## src/rtl/core/cmm_pkg.sv

```systemverilog
// Package for the complex matrix multiplier: field widths, register
// indexes, element kinds and the structs shared by the top level and the cells.
// No dependencies.
`default_nettype none

package cmm_pkg;

    localparam int ELEM_W     = 16;
    localparam int PROD_W     = 32;
    localparam int ACC_W      = 37;
    localparam int IDX_OUT_W  = 4;
    localparam int CFG_DATA_W = 5;
    localparam int CFG_IDX_W  = 2;

    // Configuration register indexes
    localparam logic [CFG_IDX_W-1:0] REG_ROW_COUNT   = 2'd0;
    localparam logic [CFG_IDX_W-1:0] REG_COL_COUNT   = 2'd1;
    localparam logic [CFG_IDX_W-1:0] REG_INNER_COUNT = 2'd2;

    localparam logic [CFG_DATA_W-1:0] DIM_RESET = 5'd16;

    // Element kinds on the input channel
    localparam logic KIND_B = 1'b0;
    localparam logic KIND_A = 1'b1;

    // Complex accumulator value
    typedef struct packed {
        logic signed [ACC_W-1:0] re;
        logic signed [ACC_W-1:0] im;
    } cmm_cplx_t;

    // Per-cycle control of one accumulator cell
    typedef struct packed {
        logic shift;
        logic clr;
        logic add;
    } cmm_cell_ctl_t;

endpackage

`default_nettype wire

```

## src/rtl/core/cmm_cell.sv

```systemverilog
// One accumulator cell of the rotating ring: holds one complex column sum and
// takes its neighbor's value on every shift, optionally cleared and added to.
// Depends on cmm_pkg.
`default_nettype none

module cmm_cell (
    input  wire logic                   clk,
    input  wire cmm_pkg::cmm_cell_ctl_t ctl,
    input  wire cmm_pkg::cmm_cplx_t     nb,
    input  wire cmm_pkg::cmm_cplx_t     add,
    output cmm_pkg::cmm_cplx_t          acc
);
    import cmm_pkg::*;

    cmm_cplx_t acc_reg;
    cmm_cplx_t base;
    cmm_cplx_t acc_next;

    // Drop the incoming value on a clear, then add the product if enabled
    always_comb
    begin
        base = ctl.clr ? '0 : nb;
        acc_next.re = base.re + (ctl.add ? add.re : '0);
        acc_next.im = base.im + (ctl.add ? add.im : '0);
    end

    // Advance the ring
    always_ff @(posedge clk)
    begin
        if (ctl.shift)
        begin
            acc_reg <= acc_next;
        end
    end

    assign acc = acc_reg;

endmodule

`default_nettype wire

```

## config.mk

```make
export PLATFORM = sky130hd
export DESIGN_NAME = cmm_cell
export DESIGN_NICKNAME = d
export VERILOG_FILES = /design/src/rtl/core/cmm_pkg.sv /design/src/rtl/core/cmm_cell.sv
export SDC_FILE = /design/constraint.sdc
export NUM_CORES = 1
export LEC_CHECK = 0
export ABC_AREA = 1
export ABC_CLOCK_PERIOD_IN_PS = 7000
export BUFFER_PORTS_ARGS = -buffer_cell sky130_fd_sc_hd__buf_4
export CORE_MARGIN = 2
export CORE_UTILIZATION = 59
export DETAILED_ROUTE_END_ITERATION = 10
export GPL_ROUTABILITY_DRIVEN = 0
export GPL_TIMING_DRIVEN = 0
export PLACE_DENSITY_LB_ADDON = 0.2
export SLEW_MARGIN = 20
export SYNTH_ARGS = -nofsm -noshare
export SYNTH_HDL_FRONTEND = slang
export SYNTH_SLANG_ARGS = --single-unit
```

## constraint.sdc

```tcl
create_clock -name clk -period 7 [get_ports clk]
set_input_delay 0.7 -clock clk [delete_from_list [all_inputs] [get_ports clk]]
set_output_delay 0.7 -clock clk [all_outputs]
set_load 0.02 [all_outputs]
```

# --- Word-level counts from Yosys, hierarchy flattened ---
# Cells that the tools add are included.
totals:
  reg_bits: 74
  elab_cells: 7
classes:
  muxes: 3
  add_sub_neg: 2
op_table:
  columns: ["op", "n"]
  rows:
  - ["37-bit adder", 2]
  - ["37-bit 2-to-1 mux", 2]
  - ["74-bit 2-to-1 mux", 1]

# --- Logic depth before layout (Yosys ltp) ---
# Gate-level depths: netlist of run 1.
logic_depth:
  word_depth: 2
  mapped_depth: 17
  mapped_depth_nobuf: 15

# --- Least setup slack after synthesis of run 1 ---
# No wires, ideal clock.
synth_timing:
  path_kind: "in2reg"
  from: "input port ctl[1] (netlist name)"
  to: "register acc_reg, in the netlist acc[32] (data pin)"
  n_path_buf: 2
  path_stages: 15
  path_slack_ns: 4.020
  arrival_time_ns: 2.727
  path_cell_list: "clkbuf_1 > clkbuf_1 > nor2_1 > ha_1 > fa_1 > nand3_1 > nand3_2 > nand2_1 > nand3_1 > nand2_1 > nand2_1 > nand2_1 > nand2_1 > nand2_1 > nand2_1"
synth_lines:
  columns: ["element", "line", "rtl"]
  rows:
  - ["from (decl)", "cmm_cell.sv:8", "input wire cmm_pkg::cmm_cell_ctl_t ctl,"]
  - ["to (signal assigned)", "cmm_cell.sv:32", "acc_reg <= acc_next;"]
  - ["to (decl)", "cmm_cell.sv:15", "cmm_cplx_t acc_reg;"]

==> results of run 1 <==
## where the power goes
group	leakage (nW)	internal (mW)	switching, mW	total [mW]
sequential	0.719	0.561	0.0196	0.581
combinational	5.87	0.233	0.340	0.572
clock	0.150	0.310	0.201	0.511
total	6.74	1.10	0.560	1.66
## metal layers
metal  GRT usage (%)  up-vias  share of wire [%]  routed length, um
met5               0        -                  0                  0
met4            16.7        0                5.0               1210
met3            4.00       88                7.5               1800
met2            55.4      422                 49              11800
met1            34.5     4082                 39               9280
li1                -     4779                  -                  -
## logic make-up after synthesis
kind of cell / after synthesis / share of synthesized area, %
adders and majority gates: 74 / 11.0
AOI/OAI and AO/OA: 112 / 6.92
xor gates and xnor gates: 40 / 4.11
and+or+nand+nor: 762 / 35.8
buffers and inverters: 365 / 16.1
DFF: 74 / 26.1
## through the flow
stage,instances,area (sq um),hold WS [ns]
2_1_floorplan,1427,8530,0.812
4_1_cts,1847,10700,0.730
6_report,1847,10700,0.724
5_1_grt,1847,10700,0.769
3_3_place_gp,1831,10400,1.08
3_5_place_dp,1831,10400,1.09
## final timing paths
| check | startpoint | cells past startpoint | endpoint | slack, ns |
|---|---|---|---|---|
| setup / recovery | ctl[1] | 15 | acc[32] | 3.28 |
| hold / removal | add[0] | 4 | acc[0] | 0.72 |
## worst max-delay path: stages
cell and delay [ns]:
sky130_fd_sc_hd__clkbuf_1 0.70, sky130_fd_sc_hd__clkbuf_1 0.50, sky130_fd_sc_hd__nor2_1 0.11, sky130_fd_sc_hd__ha_1 0.26, sky130_fd_sc_hd__fa_1 0.50, sky130_fd_sc_hd__nand3_1 0.13, sky130_fd_sc_hd__nand3_2 0.15, sky130_fd_sc_hd__nand2_1 0.10
sky130_fd_sc_hd__nand3_1 0.12, sky130_fd_sc_hd__nand2_1 0.11, sky130_fd_sc_hd__nand2_1 0.12, sky130_fd_sc_hd__nand2_1 0.13, sky130_fd_sc_hd__nand2_1 0.07, sky130_fd_sc_hd__nand2_1 0.06, sky130_fd_sc_hd__nand2_1 0.06
## layout make-up
class / count / share of cell area [%]
Clock inverter: 6 / 0.757
Buffer: 16 / 0.559
Tap cell: 180 / 2.10
Sequential cell: 74 / 20.7
Inverter: 349 / 12.2
Clock buffer: 10 / 2.13
Multi-Input combinational cell: 988 / 45.9
Timing Repair Buffer: 224 / 15.6
## cell usage in the layout (no fill, tap or decap), drive strengths merged, types with 26 or more instances in the layout
| master | Yosys | routed |
|---|---|---|
| inv | 349 | 349 |
| nor2 | 166 | 166 |
| buf | 0 | 224 |
| edfxtp | 74 | 74 |
| clkbuf | 16 | 26 |
| nand3 | 56 | 56 |
| ha | 72 | 72 |
| xor2 | 32 | 32 |
| o21ai | 32 | 32 |
| a21oi | 66 | 66 |
| nand2 | 508 | 508 |
==> summary.md, run 1 <==
| Metric | Value |
|---|---|
| Asr flop ratio synth | `0%` |
| Most instantiated cells after synthesis | `498 x sky130_fd_sc_hd__nand2_1, 349 x sky130_fd_sc_hd__inv_1, 166 x sky130_fd_sc_hd__nor2_1` |
| Routed len/inst | `13.0 um` |
| Cts hold-fix bufs | `0` |
| Maximum clock frequency | `269 MHz` |
| Primary FF master, synth | `sky130_fd_sc_hd__edfxtp_1` |
| Critical path class | `in2reg` |
| Detailed-routing iteration count for the pre-antenna-repair pass | `5` |
| Vert. Die Dim | `124 um` |
| Initial standard-cell utilization of the core | `61.0%` |
| Largest cells by area after synthesis | `sky130_fd_sc_hd__edfxtp_1 26%, sky130_fd_sc_hd__nand2_1 22%, sky130_fd_sc_hd__inv_1 15%` |
| Core region area | `0.0140 sq mm` |
| Buffer count from post-CTS setup fixing | `0` |
| Total of buffers placed on input and output ports | `224` |
| Period utilisation layout | `53.1%` |
| Clock tree from TritonCTS | `done` |
| Worst-margin pin slew | `1.01 ns` |
| Worst slack at placement | `2.95 ns` |
| Minimum clock period | `3.72 ns` |
| Final Hold Vio Count | `0` |
| Standard-cell row count | `43` |
| Number of antenna violations at the first check in global routing | `0` |
| Number of CTS-inserted buffers | `9` |
| Standby leakage power | `6.74 nW` |
| Ports placed on the boundary | `226` |
| Detailed-route wire length | `24,100 um` |
| Count of warnings emitted by yosys | `0` |
| Clock input transition at the sequential cells of the worst setup and hold paths | `0.06 ns` |
| Area of the die | `0.0154 sq mm` |
| Worst IR drop on VDD | `0.000116 V` |
| Final nets | `1,888` |
| Share of the yosys chip area belonging to registers | `26.1%` |
| Synthesized netlist net count | `1,653` |
| Count leader, synth | `sky130_fd_sc_hd__nand2_1` |
| Number of H-tree levels | `3` |
| Flip-flop and latch count after synthesis | `74` |
| Worst slew margin relative to its limit | `32.7%` |
| Count of fill cells added during filler insertion | `1,143` |
| Residual DRC | `0` |
| Worst min-delay path category | `in2reg` |
| Top cell type by total area after synthesis | `sky130_fd_sc_hd__edfxtp_1` |
| Worst path required time | `7.10 ns` |
| Detailed router's first-iteration violation count | `730` |
| Sequential standard cell area | `0.00222 sq mm` |
| Unique cell type count in the Yosys netlist | `19` |
| Antenna viol nets, final | `0` |
| Pin count of the biggest net entering global routing | `75` |
| Clock tree root driver cell | `sky130_fd_sc_hd__clkbuf_16` |
| X dimension of the die | `124 um` |
| Count of pins over their slew limit | `0` |
| Gate count after technology mapping | `1,427` |
| Power density over the cells | `155 mW/mm^2` |
| Overflow left after global routing | `0` |
| Endpoint kind of the worst setup timing path | `register` |
| Total Negative Setup Slacks | `0 ns` |
| Util after Layout | `76.8%` |
| Arrival time of data at the critical path endpoint | `3.82 ns` |
| Synthesized area per cell | `5.98 sq um` |
| PnR Total Power | `1.66 mW` |
| Type of element launching the critical path | `primary input` |
| Sinks on the clock net | `74` |
| All-Layer GR Usage | `30.5%` |
| Min setup slack post-route | `3.28 ns` |
| Total via count in the routed design | `9,371` |
| Count of flip-flops with a built-in enable after synthesis | `74` |
| Largest register FFs | `74` |
| Fraction of layout instances using a drive strength above 1 | `15.5%` |
| Number of global-route vias before repair | `8,925` |
| Vias per Instance | `5.07` |
| Total half-perimeter wirelength after legalization and detailed placement | `19,200 um` |
| Largest driver fanout on the critical path | `10` |
| Wire length of the first global-routing pass | `39,000 um` |
| RSZ-0062 raised after global routing | `false` |
| Number of maximum-capacitance violations | `0` |
| Number of resized instances in the post-cts repair step | `0` |
| Outcome | `finished, final reports clean` |
| Multi-input combinational cell area | `0.00494 sq mm` |
| Post-synthesis instance area | `0.00853 sq mm` |
| Clock Path Buffers | `2` |
| Ant diodes | `0` |
| Final-report setup violation count | `0` |
| Layout area overhead | `26.0%` |
| Share of the synthesized area in the top cell type | `26.1%` |
Note: power is estimated with default switching activity, not from simulation.
==> run 2: changes to the inputs <==
Settings changed: ABC_CLOCK_PERIOD_IN_PS 7000 to 3100, CORE_UTILIZATION 59 to 50.
Clock period 7 ns to 3.1 ns, I/O delays scaled along.
==> summary.md, run 2 (synthesis gave the netlist of run 1 again) <==
| Metric | Value |
|---|---|
| Number of H-tree levels | `3 (unchanged)` |
| Detailed router's first-iteration violation count | `538 (-26%)` |
| Overflow left after global routing | `0 (unchanged)` |
| Power density over the cells | `337 mW/mm^2 (+120%)` |
| Total half-perimeter wirelength after legalization and detailed placement | `19,400 um (+1.0%)` |
| Standby leakage power | `6.73 nW (-0.12%)` |
| Number of CTS-inserted buffers | `9 (unchanged)` |
| Core region area | `0.0166 sq mm (+19%)` |
| Ant diodes | `0 (unchanged)` |
| Initial standard-cell utilization of the core | `51.3% (-9.7 points)` |
| Detailed-routing iteration count for the pre-antenna-repair pass | `4 (-1)` |
| Cts hold-fix bufs | `0 (unchanged)` |
| Largest register FFs | `74 (unchanged)` |
| Number of global-route vias before repair | `8,411 (-5.8%)` |
| Number of logic stages on the critical path including buffering | `15 (unchanged)` |
| Endpoint kind of the worst setup timing path | `register` |
| Worst hold stages | `4 (unchanged)` |
| Worst path required time | `3.20 ns (-3.90 ns)` |
| Ports placed on the boundary | `226 (unchanged)` |
| Min setup slack post-route | `0.149 ns (-3.13 ns)` |
| Number of antenna violations at the first check in global routing | `0 (unchanged)` |
| Library cell appearing most often on the critical path | `sky130_fd_sc_hd__nand2_1` |
| Sinks on the clock net | `74 (unchanged)` |
| Critical path class | `in2reg` |
| Outcome | `finished, final reports clean` |
| Worst slack at placement | `-0.595 ns (-3.55 ns)` |
| Met3 routed WL | `1380 um (-23%)` |
| Vert. Die Dim | `135 um (+8.4%)` |
| Most common library cell in the layout ignoring fill and taps | `sky130_fd_sc_hd__nand2_1` |
| Standard cell with the maximum stage delay on the critical path | `sky130_fd_sc_hd__clkbuf_1` |
| Fraction of layout instances using a drive strength above 1 | `15.5% (+0.019 points)` |
| Worst IR drop on VDD | `0.000248 V (+110%)` |
| Arrival time of data at the critical path endpoint | `3.05 ns (-0.77 ns)` |
| Count of pins over their slew limit | `0 (unchanged)` |
| Maximum clock frequency | `339 MHz` |
| Residual DRC | `0 (unchanged)` |
| Count of fill cells added during filler insertion | `1,609 (+41%)` |
| Critical path's top delay family | `simple AND/OR/NAND/NOR gates` |
| Final Cell Area | `0.0108 sq mm (+0.14%)` |
| Util after Layout | `64.7% (-12 points)` |
| Largest stage delay on the critical path | `0.46 ns (-0.24 ns)` |
| Total via count in the routed design | `9,027 (-3.7%)` |
| Clock tree root driver cell | `sky130_fd_sc_hd__clkbuf_16` |
| Top layer reached by signal wires | `met4` |
| Routed len/inst | `12.5 um (-4.4%)` |
| Standard-cell row count | `47 (+9.3%)` |
| Wire length of the first global-routing pass | `37,500 um (-3.9%)` |
| RSZ-0062 raised after global routing | `false` |
| Worst-margin pin slew | `1.02 ns (+0.0131 ns)` |
| Final-report setup violation count | `0 (unchanged)` |
| Standard cell area after detailed placement | `0.0105 sq mm (+0.48%)` |
| Number of standard cells in the layout, taps in and fillers out | `1,885 (+2.1%)` |
| Final nets | `1,887 (-0.053%)` |
| Sequence of cells on the critical path | `clkbuf_2, clkbuf_1, nor2_1, ha_1, fa_1, nand3_1, nand3_2, nand2_1, nand3_1, nand2_1, nand2_1, nand2_1, nand2_1, nand2_1, nand2_1` |
| Layout area overhead | `26.2%` |
| Period utilisation layout | `95.2%` |
| Clock Path Buffers | `2 (unchanged)` |
| Largest driver fanout on the critical path | `10 (unchanged)` |
| Detailed-route wire length | `23,500 um (-2.4%)` |
| Antenna viol nets, final | `0 (unchanged)` |
| Worst min-delay path category | `in2reg` |
| Pin count of the biggest net entering global routing | `75 (unchanged)` |
| Area of the die | `0.0181 sq mm (+17%)` |
| Number of maximum-capacitance violations | `0 (unchanged)` |
| Commonest cells after routing, fill and taps aside | `498 x sky130_fd_sc_hd__nand2_1, 349 x sky130_fd_sc_hd__inv_1, 224 x sky130_fd_sc_hd__buf_4, 166 x sky130_fd_sc_hd__nor2_1, 74 x sky130_fd_sc_hd__edfxtp_1` |
| Post-route met1 wirelength | `9830 um (+6.0%)` |
| Minimum clock period | `2.95 ns` |
| Sum of met2 wire segment lengths after detailed routing | `11,500 um (-2.8%)` |
| Clock tree from TritonCTS | `done` |
| Type of element launching the critical path | `primary input` |
| Hold Slack | `0.340 ns (-0.384 ns)` |
| Total instance count after detailed placement | `1,871 (+2.2%)` |
| X dimension of the die | `135 um (+8.4%)` |
| All-Layer GR Usage | `25.8% (-4.7 points)` |
| Final Hold Vio Count | `0 (unchanged)` |
| Count of buffering cells on the critical path with inverters included | `2 (unchanged)` |
| Worst slew margin relative to its limit | `31.8% (-0.88 points)` |
| Clock input transition at the sequential cells of the worst setup and hold paths | `0.06 ns (about the same)` |
| Total of buffers placed on input and output ports | `224 (unchanged)` |
| Vias per Instance | `4.79 (-5.6%)` |
-- run 2: changes by cell type in the layout (fill, tap and decap cells not counted) --
cell / change
sky130_fd_sc_hd__clkbuf_1: -2
sky130_fd_sc_hd__clkinvlp_4: -1
sky130_fd_sc_hd__bufinv_16: -1
sky130_fd_sc_hd__clkbuf_2: +2
-- run 2: final timing paths --
check | start | slack [ns] | to
setup / recovery | ctl[1] | 0.15 | acc[69]
hold / removal | add[37] | 0.34 | acc[37]
-- run 2: area by class of cell --
cell class	instances	area (sq um)	share of cell area, %
tap	220	275	2.56
buffer	15	58.8	0.546
timing repair buffer	224	1680	15.6
clock buffer	11	233	2.16
clock inverter	4	43.8	0.407
inverter	349	1310	12.2
multi-input combinational	988	4940	45.9
sequential	74	2220	20.6
-- run 2: per-layer routing --
metal  GRT usage (%)  up-vias
met3            2.48       42
met1            30.6     3909
li1                -     4770
met5               0        -
met4            11.3        0
met2            47.1      306
-- run 2: metrics by stage --
step,TNS (ns),power [mW]
2_1_floorplan,0,2.08
3_3_place_gp,-10.68,2.59
3_5_place_dp,-11.01,2.61
4_1_cts,0,3.64
5_1_grt,0,3.81
6_report,0,3.63
-- run 2: timing repair --
item                       4_1_cts  5_1_grt
gates resized for setup          1        2
setup endpoints to repair       10        2
gates cloned                     0        0
setup buffers                    0        0
-- run 2: power breakdown --
group | switching, mW | internal (mW) | total [mW] | leakage (nW)
Clock | 0.419 | 0.614 | 1.03 | 0.137
Combinational | 0.760 | 0.525 | 1.29 | 5.87
Sequential | 0.0402 | 1.27 | 1.31 | 0.719
Total | 1.22 | 2.41 | 3.63 | 6.73
